==> src/csvq_pkg.sv <==
`default_nettype none

package csvq_pkg;

  localparam logic [7:0] CH_SPACE = 8'h20;
  localparam logic [7:0] CH_TAB   = 8'h09;
  localparam logic [7:0] CH_LF    = 8'h0A;
  localparam logic [7:0] CH_CR    = 8'h0D;

  localparam logic [7:0] RST_DELIMITER = 8'd44;
  localparam logic [7:0] RST_QUOTE     = 8'd34;
  localparam logic [7:0] RST_ESCAPE    = 8'd34;

  localparam int unsigned SLOTS = 4;

  typedef enum logic [1:0] {
    REG_DELIMITER = 2'd0,
    REG_QUOTE     = 2'd1,
    REG_ESCAPE    = 2'd2,
    REG_UNUSED    = 2'd3
  } reg_index_t;

  typedef enum logic {
    CMD_SCAN = 1'b0,
    CMD_EMIT = 1'b1
  } command_t;

  typedef struct packed {
    logic       command;
    logic [7:0] data_byte;
    logic       first_byte;
    logic       last_byte;
  } in_item_t;

  typedef struct packed {
    logic [7:0] out_byte;
    logic       run_last;
    logic       field_quoted;
  } out_item_t;

  typedef struct packed {
    logic [7:0] delimiter_char;
    logic [7:0] quote_byte;
    logic [7:0] escape_byte;
  } cfg_t;

  // Slot order: opening quote, escape prefix, data byte, closing quote.
  typedef struct packed {
    logic [SLOTS-1:0]      mask;
    logic [SLOTS-1:0][7:0] bytes;
    logic                  quoted;
  } job_t;

endpackage

`default_nettype wire

==> src/csvq_encode.sv <==
`default_nettype none

module csvq_encode
  import csvq_pkg::*;
(
  input  cfg_t     cfg,
  input  in_item_t item,
  input  logic     quote_needed,
  output logic     quote_needed_nxt,
  output job_t     job
);

  logic blank;
  logic special;
  logic prefix_escape;
  logic esc;
  logic emit;

  always_comb begin
    emit          = (item.command == CMD_EMIT);
    blank         = (item.data_byte == CH_SPACE) || (item.data_byte == CH_TAB);
    special       = (item.data_byte == cfg.delimiter_char) ||
                    (item.data_byte == cfg.quote_byte) ||
                    (item.data_byte == cfg.escape_byte) ||
                    (item.data_byte == CH_LF) || (item.data_byte == CH_CR);
    prefix_escape = (cfg.escape_byte != cfg.quote_byte);
    esc           = (item.data_byte == cfg.quote_byte) ||
                    (prefix_escape && (item.data_byte == cfg.escape_byte));

    // Scan: restart on the first byte, then accumulate.
    quote_needed_nxt = quote_needed;
    if (!emit) begin
      quote_needed_nxt = (quote_needed && !item.first_byte) ||
                         (blank && (item.first_byte || item.last_byte)) || special;
    end

    job.quoted   = quote_needed;
    job.bytes[0] = cfg.quote_byte;
    job.bytes[1] = cfg.escape_byte;
    job.bytes[2] = item.data_byte;
    job.bytes[3] = cfg.quote_byte;
    job.mask[0]  = emit && quote_needed && item.first_byte;
    job.mask[1]  = emit && quote_needed && esc;
    job.mask[2]  = emit;
    job.mask[3]  = emit && quote_needed && item.last_byte;
  end

endmodule

`default_nettype wire

==> src/csv_field_quoter.sv <==
// An emit byte is stored in the job register, which hands its 1 to 4 output bytes
// to the single output register in order; that register drains one byte per cycle
// unless out_stall holds it. Scan bytes produce no output bytes.
// Reset (rst_n low, synchronous): registers return to ',' '"' '"', the quote flag
// clears and any pending output is dropped.
`default_nettype none

module csv_field_quoter
  import csvq_pkg::*;
(
  input  wire logic       clk,
  input  wire logic       rst_n,
  input  wire logic       in_valid,
  output logic            in_stall,
  input  wire in_item_t   in_data,
  output logic            out_valid,
  input  wire logic       out_stall,
  output out_item_t       out_data,
  input  wire logic       cfg_we,
  input  wire logic [1:0] cfg_index,
  input  wire logic [7:0] cfg_wdata
);

  cfg_t       cfg_r;
  logic       quote_needed_r;
  logic       quote_needed_nxt;
  job_t       job_r;
  job_t       job_nxt;
  logic       out_valid_r;
  out_item_t  out_data_r;

  logic             advance;
  logic             in_take;
  logic [SLOTS-1:0] mask_rest;
  logic [7:0]       slot_byte;

  csvq_encode u_encode (
    .cfg              (cfg_r),
    .item             (in_data),
    .quote_needed     (quote_needed_r),
    .quote_needed_nxt (quote_needed_nxt),
    .job              (job_nxt)
  );

  // Output register may load when it is empty or its byte transfers now.
  assign advance = !out_valid_r || !out_stall;

  // Drop the lowest pending slot; that one goes to the output register.
  assign mask_rest = job_r.mask & (job_r.mask - SLOTS'(1));

  // Hold the input while the job still has slots after this cycle's move.
  assign in_stall = (job_r.mask != '0) && !(advance && (mask_rest == '0));
  assign in_take  = in_valid && !in_stall;

  always_comb begin
    priority if (job_r.mask[0]) begin
      slot_byte = job_r.bytes[0];
    end else if (job_r.mask[1]) begin
      slot_byte = job_r.bytes[1];
    end else if (job_r.mask[2]) begin
      slot_byte = job_r.bytes[2];
    end else begin
      slot_byte = job_r.bytes[3];
    end
  end

  always_ff @(posedge clk) begin
    if (!rst_n) begin
      cfg_r.delimiter_char <= RST_DELIMITER;
      cfg_r.quote_byte     <= RST_QUOTE;
      cfg_r.escape_byte    <= RST_ESCAPE;
    end else if (cfg_we) begin
      unique case (reg_index_t'(cfg_index))
        REG_DELIMITER: cfg_r.delimiter_char <= cfg_wdata;
        REG_QUOTE:     cfg_r.quote_byte     <= cfg_wdata;
        REG_ESCAPE:    cfg_r.escape_byte    <= cfg_wdata;
        default:       ;
      endcase
    end
  end

  always_ff @(posedge clk) begin
    if (!rst_n) begin
      quote_needed_r <= 1'b0;
    end else if (in_take) begin
      quote_needed_r <= quote_needed_nxt;
    end
  end

  // Job register: the pending output bytes of the item in flight.
  always_ff @(posedge clk) begin
    if (!rst_n) begin
      job_r.mask <= '0;
    end else if (in_take) begin
      job_r.mask   <= job_nxt.mask;
      job_r.bytes  <= job_nxt.bytes;
      job_r.quoted <= job_nxt.quoted;
    end else if (advance) begin
      job_r.mask <= mask_rest;
    end
  end

  // Output register: advance one slot per transfer.
  always_ff @(posedge clk) begin
    if (!rst_n) begin
      out_valid_r <= 1'b0;
    end else if (advance) begin
      out_valid_r <= (job_r.mask != '0);
    end
  end

  always_ff @(posedge clk) begin
    if (advance && (job_r.mask != '0)) begin
      out_data_r.out_byte     <= slot_byte;
      out_data_r.run_last     <= (mask_rest == '0);
      out_data_r.field_quoted <= job_r.quoted;
    end
  end

  assign out_valid = out_valid_r;
  assign out_data  = out_data_r;

endmodule

`default_nettype wire

==> config.mk <==
export PLATFORM = sky130hd
export DESIGN_NAME = csv_field_quoter
export DESIGN_NICKNAME = d
export VERILOG_FILES = /design/src/csvq_pkg.sv /design/src/csvq_encode.sv /design/src/csv_field_quoter.sv
export SDC_FILE = /design/constraint.sdc
export NUM_CORES = 1
export LEC_CHECK = 0
export ABC_AREA = 1
export BUFFER_PORTS_ARGS = -buffer_cell sky130_fd_sc_hd__clkbuf_2
export CORE_AREA = 8 8 92 156
export DETAILED_ROUTE_END_ITERATION = 6
export DIE_AREA = 0 0 100 164
export PLACE_DENSITY = 0.52
export SYNTH_ARGS = -nofsm -noshare
export SYNTH_HDL_FRONTEND = slang
export SYNTH_HIERARCHICAL = 1
export SYNTH_SLANG_ARGS = --single-unit
==> constraint.sdc <==
create_clock -name clk -period 5.9 [get_ports clk]
set_clock_uncertainty 0.1 [all_clocks]
set_input_delay 0.59 -clock clk [delete_from_list [all_inputs] [get_ports clk]]
set_output_delay 0.59 -clock clk [all_outputs]
set_load 0.02 [all_outputs]
==> results of run 1 <==
-- registers in the layout, summed over array words and instances (netlist names) --
signal          flops
cfg_r              24
job_r              37
quote_needed_r      1
out_valid           1
out_data           10
-- cell families after synthesis --
group	after synthesis	share of synthesized area
compound gates	35	0.0579
xor+xnor	27	0.0659
buf+inv	75	0.121
flops	73	0.527
simple gates	192	0.228
-- cells in the mapped netlist (2+ instances only) --
cell and number:
nand2_1 89, nor2_1 64, edfxtp_1 43, buf_4 35, inv_1 31, dfxtp_1 30
nand3_1 25, xor2_1 24, o21ai_0 14, a21oi_1 10, o311ai_0 7, clkbuf_1 4
nand2_2 3, xnor2_1 3, buf_6 2, inv_2 2, nand2_4 2, nor2_4 2
nor3_2 2, o21ai_1 2
-- stage by stage --
step                      utilization  hold slack, ns
after floorplan                     -           0.300
after global placement          0.300           0.303
after detailed placement        0.300           0.307
after CTS                       0.325           0.322
after global routing            0.325           0.330
final                           0.325           0.319
-- cell type report --
| class | count | area share |
|---|---|---|
| Clock inverter | 5 | 0.0204 |
| Sequential cell | 73 | 0.474 |
| Clock buffer | 10 | 0.0573 |
| Tap cell | 168 | 0.0526 |
| Multi-Input combinational cell | 254 | 0.316 |
| Inverter | 34 | 0.0332 |
| Timing Repair Buffer | 37 | 0.0464 |
-- power breakdown --
group          switching (W)  internal [W]
sequential         0.0000199      0.000576
combinational      0.0000851     0.0000429
clock               0.000202      0.000368
total               0.000307      0.000986
-- path summary, 6_finish.rpt --
check,from,end,slack [ns],cells past startpoint
max,job_r[35],in_stall,3.48,7
min,job_r[0],out_data[0],0.32,0
max reg2reg,job_r[33],job_r[15],3.52,6
min reg2reg,job_r[0],out_data[0],0.32,0
-- per-layer routing --
metal | part of all wire | global-route usage
met5 | 0 | 0
met4 | 0.041 | 0.0768
met3 | 0.035 | 0.0267
met2 | 0.56 | 0.200
met1 | 0.36 | 0.0949
==> flow_summary.json, run 1 <==
{
  "io_buffer_count": 37,
  "setup_viol": 0,
  "die_h_um": 164,
  "avgSynthCellArea_um2": 8.93,
  "insertedDiodeCount": 0,
  "cts_root_buf": "clkbuf_16",
  "boundaryPins": 38,
  "grt_overflow": 0,
  "crit_required_ns": 5.21,
  "vias": 2508,
  "worst_path_largest_cell_delay_ns": 0.60,
  "die_area_mm2": 0.0164,
  "first_pass_iters": 4,
  "fin_crit_sh": 0.411,
  "pre_cts_ws_ns": 3.33,
  "period_minus_slack_ns": 2.42,
  "post_drt_wl_per_cell_um": 14.0,
  "ys_ff_latch": 73,
  "multiInputGateArea_mm2": 0.00126,
  "final_common_cell": "nand2_1",
  "path_cells": "clkinv_4 > nor2_2 > nor2_1 > nand3_2 > nand2_4 > inv_1 > clkbuf_2",
  "hp-class": "reg -> reg",
  "n_fill_cell": 1329,
  "ys_warn_count": 6,
  "grt_pass1_wl_um": 13100,
  "cp_slowest_cell": "dfxtp_1",
  "layout_common_cells": "nand2_1, nor2_1, edfxtp_1, clkbuf_2, inv_1",
  "routabilityCongestion": 0.796,
  "grt_pass1_vias": 2572,
  "seq_area_mm2": 0.00189,
  "yosysUniqueCellTypes": 28,
  "synth_top_area_cell": "edfxtp_1",
  "cts_setup_buffers": 0,
  "cts.repair.resized": 0,
  "grt_max_degree": 35,
  "coreArea_mm2": 0.0123,
  "clock.fmax_mhz": 412,
  "netlist_instances": 402,
  "clockBufferDepth": 2,
  "p_total_w": 0.00129,
  "slew_violations": 0,
  "final_cell_area_mm2": 0.00399,
  "yosysSeqAreaShare": 0.527,
  "ant_nets": 0,
  "cts_tree": "built",
  "cp_num_buf_inv": 3,
  "cts.clk_slew.worst_paths_ns": 0.06,
  "final-instance-count-excl-fill": 581,
  "initial_utilization": 0.292,
  "status": "finished clean",
  "fin_tns_setup_ns": 0,
  "cp-end-kind": "output pin",
  "critical_path.max_fanout": 10,
  "synth.area.top_cells": "edfxtp_1, dfxtp_1, nand2_1",
  "cts-htree-levels": 3,
  "synth_edf_count": 43,
  "nets": 435,
  "synth-async-reset-ratio": 0,
  "worstMarginPinSlew_ns": 0.884,
  "die_w_um": 100,
  "dpl_cell_area_mm2": 0.00368,
  "drt_iter0_markers": 165,
  "fin_ws_ns": 3.48,
  "antenna_found_initial": 0,
  "synth_nets": 428,
  "routed_via_density": 4.32,
  "path_delay_family": "flip-flops",
  "finalWirelength_um": 8130,
  "maxCapViolCount": 0,
  "path_class": "reg -> out",
  "final_hold_viol_count": 0,
  "power.leakage_nw": 1.70,
  "p_per_area_mw_per_mm2": 324,
  "relSlewSlack": 0.410,
  "netlist.area_leader.share": 0.360,
  "clkLatencyLatePin_ns": 0.33,
  "syn_area_mm2": 0.00359,
  "fp-row-count": 54,
  "cts.sinks": 73,
  "cts_made_buffers": 9,
  "hold_buffers": 0,
  "grt_usage": 0.106,
  "worstPathArrival_ns": 1.73,
  "drive_above_1_share": 0.162,
  "ir_worst_vdd_v": 0.000146,
  "route.detailed.drc": 0,
  "critPathLaunchType": "flop",
  "hpwl_um": 6360,
  "synth_ff_type": "edfxtp_1",
  "dp.cells": 566,
  "areaGrowthSynthToFinish_pct": 11.3,
  "rsz0062_at_grt": "false"
}
Power figures use the tool's default switching activity.
==> run 2, diff against run 1 <==
- clock period: 5.9 -> 2.45 ns (I/O delays scaled with it)
==> run 2 against run 1 <==
- core utilization up 0.36 points
- non-clock buffer count increased by 7
- combinational power rose to 2.5 times the previous value
- largest power group unchanged
- global-route usage is 0.33 points lower
==> flow_summary.json, run 2 (synthesized netlist as in run 1, its figures left out) <==
{
  "grt_max_degree": 35,
  "ir_worst_vdd_v": 0.000343,
  "routabilityCongestion": 0.840,
  "areaGrowthSynthToFinish_pct": 12.5,
  "path_class": "reg -> out",
  "io_buffer_count": 37,
  "clockBufferDepth": 2,
  "regMostFlops": "job_r",
  "grt_overflow": 0,
  "ant_nets": 0,
  "fin_crit_sh": 0.798,
  "cts_setup_buffers": 0,
  "grt_pass1_wl_um": 12800,
  "hold_buffers": 0,
  "first_pass_iters": 4,
  "largest_reg_flops": 37,
  "coreArea_mm2": 0.0123,
  "critPathLaunchType": "flop",
  "die_area_mm2": 0.0164,
  "route.detailed.drc": 0,
  "clkLatencyLatePin_ns": 0.34,
  "insertedDiodeCount": 0,
  "grt_usage": 0.103,
  "r2r-start": "job_r[34]",
  "hpwl_um": 6140,
  "fp-row-count": 54,
  "drt_iter0_markers": 156,
  "fin_tns_setup_ns": 0,
  "cts-htree-levels": 3,
  "layout_common_cells": "nand2_1, nor2_1, edfxtp_1, clkbuf_2, inv_1",
  "antenna_found_initial": 0,
  "setup_viol": 0,
  "rsz0062_at_grt": "false",
  "grt.busiest_layer": "met2",
  "final-instance-count-excl-fill": 589,
  "final_common_cell": "nand2_1",
  "initial_utilization": 0.292,
  "final_hold_viol_count": 0,
  "critical_path.max_fanout": 11,
  "cts_tree": "built",
  "cts_root_buf": "clkbuf_16",
  "cts.clk_slew.worst_paths_ns": 0.06,
  "clock.fmax_mhz": 511,
  "relSlewSlack": 0.658,
  "hp-class": "in -> reg",
  "rr_worst_depth": 7,
  "use_met3": 0.0242,
  "boundaryPins": 38,
  "slew_violations": 0,
  "cts_made_buffers": 9,
  "post_drt_wl_per_cell_um": 13.4,
  "finalWirelength_um": 7890,
  "cts.sinks": 73,
  "worstMarginPinSlew_ns": 0.512,
  "critPathLaunch": "job_r[34]",
  "nets": 442,
  "maxCapViolCount": 0,
  "power.leakage_nw": 1.73,
  "drive_above_1_share": 0.176,
  "holdWs_ns": 0.0512,
  "period_minus_slack_ns": 1.96,
  "grt_pass1_vias": 2555,
  "cp-end-kind": "output pin",
  "dp.cells": 573,
  "p_per_area_mw_per_mm2": 753,
  "routed_via_density": 4.26,
  "use_met2": 0.192,
  "vias": 2508,
  "cts.repair.resized": 0,
  "die_h_um": 164,
  "worstPathArrival_ns": 1.61,
  "grt.met1_usage": 0.0937,
  "crit_required_ns": 2.11,
  "status": "finished clean",
  "worstHoldPathCells": 3,
  "die_w_um": 100,
  "min_from": "cfg_wdata[5]"
}
[run 2: cell types whose count changed in the layout (fill, tap and decap cells not counted), sizes merged]
| cell | delta |
|---|---|
| bufinv | -1 |
| clkinv | +1 |
| clkbuf | +1 |
| buf | +7 |
[run 2: routing by layer]
layer | wire length (um) | vias up
li1 | - | 1295
met3 | 211 | 19
met1 | 3020 | 1150
met2 | 4290 | 44
met4 | 361 | 0
met5 | 0 | -
[run 2: layout make-up]
cell class	count	area, um2
fillers	1293	8260
repair buffers	44	250
well taps	168	210
multi-input cells	254	1260
clock buffers	11	233
inverters	34	133
flip-flops and latches	73	1890
clock inverters	5	56.3
[run 2: path summary, 6_finish.rpt]
| check | end | slack (ns) |
|---|---|---|
| setup / recovery | in_stall | 0.49 |
| hold / removal | cfg_r[5] | 0.05 |
| setup reg to reg | job_r[24] | 0.52 |
| hold reg to reg | out_data[0] | 0.32 |
[run 2: critical path: stages (launching register included)]
cell and delay (ns):
dfxtp_1 0.62, nor2_4 0.08, nor2_2 0.13, nor2_1 0.06, nand3_2 0.08, nand2_4 0.08
inv_1 0.07, clkbuf_2 0.16
[run 2: metrics by stage]
| stage | setup slack, ns | total power, W | instance area [um2] | util |
|---|---|---|---|---|
| 2_1_floorplan | 0.465 | 0.00169 | 3590 | - |
| 3_3_place_gp | 0.581 | 0.00178 | 3750 | 0.305 |
| 3_5_place_dp | 0.526 | 0.00179 | 3750 | 0.305 |
| 4_1_cts | 0.474 | 0.00308 | 4040 | 0.328 |
| 5_1_grt | 0.406 | 0.00316 | 4040 | 0.328 |
| 6_report | 0.494 | 0.00304 | 4040 | 0.328 |
[run 2: power breakdown]
part           total [W]  switching (W)  internal [W]
sequential       0.00143      0.0000440       0.00139
clock            0.00129       0.000503      0.000787
combinational   0.000323       0.000208      0.000115
total            0.00304       0.000755       0.00229
==> run 3, diff against run 2 <==
- PLACE_DENSITY: 0.52 -> 0.53
- clock period: 2.45 -> 1.65 ns (I/O delays scaled with it)
==> run 3 against run 2 <==
- the flow now finishes with violations (setup timing)
- hold slack got worse by 0.040 ns
- largest cell class unchanged
- global-route usage increased by 0.12 points
- sequential power increased by 48%
- highest routed layer unchanged
- clock power increased by 49%
- combinational power increased by 75%
- via count increased by 4.3%
- sequential share of layout area decreased by 2.5 points
==> flow_summary.json, run 3 (synthesized netlist as in run 1, its figures left out) <==
{
  "fin_util": 0.350,
  "cts.sinks": 73,
  "switchingPower_w": 0.00115,
  "routabilityCongestion": 0.857,
  "route.detailed.drc": 0,
  "multiInputGateArea_mm2": 0.00129,
  "die_area_mm2": 0.0164,
  "die_h_um": 164,
  "hp-class": "in -> reg",
  "areaGrowthSynthToFinish_pct": 19.9,
  "cp-end-kind": "flop",
  "drt_iter0_markers": 135,
  "cts_made_buffers": 9,
  "fin_ws_ns": -0.108,
  "initial_utilization": 0.292,
  "nets": 463,
  "final-instance-count-excl-fill": 610,
  "critPathLaunch": "job_r[34]",
  "largest_reg_flops": 37,
  "seq_area_mm2": 0.00191,
  "clock.fmax_mhz": 569,
  "cts_tree": "built",
  "vias": 2617,
  "regMostFlops": "job_r",
  "crit_required_ns": 1.58,
  "grt_max_degree": 35,
  "power.leakage_nw": 1.84,
  "p_per_area_mw_per_mm2": 1070,
  "fp-row-count": 54,
  "final_common_cell": "nand2_1",
  "slew_violations": 0,
  "cts-htree-levels": 3,
  "cellInternalPower_w": 0.00345,
  "maxCapViolCount": 0,
  "period_minus_slack_ns": 1.76,
  "grt_usage": 0.104,
  "critPathLaunchType": "flop",
  "min_from": "in_data[6]",
  "routed_via_density": 4.29,
  "cts_root_buf": "clkbuf_16",
  "r2r-start": "job_r[34]",
  "ir_worst_vdd_v": 0.000543,
  "post_drt_wl_per_cell_um": 13.2,
  "fin_crit_sh": 1.07,
  "n_fill_cell": 1291,
  "coreArea_mm2": 0.0123,
  "antenna_found_initial": 0,
  "grt_overflow": 0,
  "ant_nets": 0,
  "io_buffer_count": 37,
  "relSlewSlack": 0.791,
  "clockBufferDepth": 2,
  "pwr-share-comb": 0.122,
  "boundaryPins": 38,
  "violations": "setup timing",
  "drive_above_1_share": 0.231,
  "insertedDiodeCount": 0,
  "cts.clk_slew.worst_paths_ns": 0.06,
  "first_pass_iters": 5,
  "swShare": 0.250,
  "reg2reg_slack_ns": -0.11,
  "fin_tns_setup_ns": -3.49,
  "grt_pass1_wl_um": 12900,
  "seqPwrFrac": 0.460,
  "clkLatencyLatePin_ns": 0.34,
  "status": "finished, violations left",
  "path_class": "reg -> reg",
  "worstPathArrival_ns": 1.69,
  "grt_pass1_vias": 2642,
  "critical_path.max_fanout": 34,
  "worstMarginPinSlew_ns": 0.310,
  "pre_cts_ws_ns": -0.0143,
  "layout_common_cells": "nand2_1, nor2_1, edfxtp_1, clkbuf_2, inv_1",
  "die_w_um": 100,
  "p_total_w": 0.00460,
  "setup_viol": 35,
  "p_clk_frac": 0.418,
  "finalWirelength_um": 8050,
  "hpwl_um": 6170,
  "final_hold_viol_count": 0,
  "dp.cells": 581,
  "rsz0062_at_grt": "true"
}
==> run 3: cell types whose count changed in the layout (fill, tap and decap cells not counted), sizes merged <==
cell	change
dlygate4sd3	+9
clkinvlp	+1
inv	+1
buf	+13
clkbuf	-3
==> run 3: timing repair <==
action	CTS	global route
endpoints found under the hold margin	19	0
setup endpoints to repair	35	39
pin swaps	3	3
buffers inserted	4	1
hold buffers	9	0
resized for setup	8	14
==> run 3: power by group through the flow <==
stage	Clock, W	Sequential [W]	Combinational [W]
after CTS	0.00198	0.00212	0.000564
after global routing	0.00204	0.00213	0.000625
after floorplan	0	0.00218	0.000331
after global placement	0	0.00215	0.000516
after detailed placement	0	0.00216	0.000526
final	0.00192	0.00212	0.000564
==> run 3: final timing paths <==
| kind | endpoint | cells past startpoint |
|---|---|---|
| worst min register to register | out_data[0] | 0 |
| worst min-delay path | job_r[21] | 1 |
| worst max-delay path | job_r[23] | 8 |
| worst max register to register | job_r[23] | 8 |
==> run 3: worst max-delay path, cell delays in order (launching register included) <==
cell     delay [ns]
dfxtp_4        0.35
nor2_4         0.15
nand2_4        0.06
or2_4          0.26
nand2_4        0.07
buf_6          0.09
nand2_4        0.04
nor2_4         0.10
buf_12         0.21
==> run 3: layer usage <==
metal | share of wire | wire (um) | GRT usage
met5 | 0 | 0 | 0
met4 | 0.047 | 378 | 0.0858
met3 | 0.021 | 172 | 0.0174
met2 | 0.56 | 4540 | 0.198
met1 | 0.37 | 2960 | 0.0923
==> run 3: final cells by class <==
cell class | count | share of cell area
sequential | 73 | 0.444
clock inverter | 7 | 0.0163
clock buffer | 9 | 0.0523
tap | 168 | 0.0489
multi-input combinational | 254 | 0.299
inverter | 34 | 0.0326
timing repair buffer | 65 | 0.107
==> run 3: stage by stage <==
step | hold slack, ns | cell area, um2
global route | 0.0104 | 4300
floorplan | 0.178 | 3600
detailed placement | 0.306 | 3840
global placement | 0.301 | 3840
finish | 0.0109 | 4300
CTS | 0.00240 | 4270
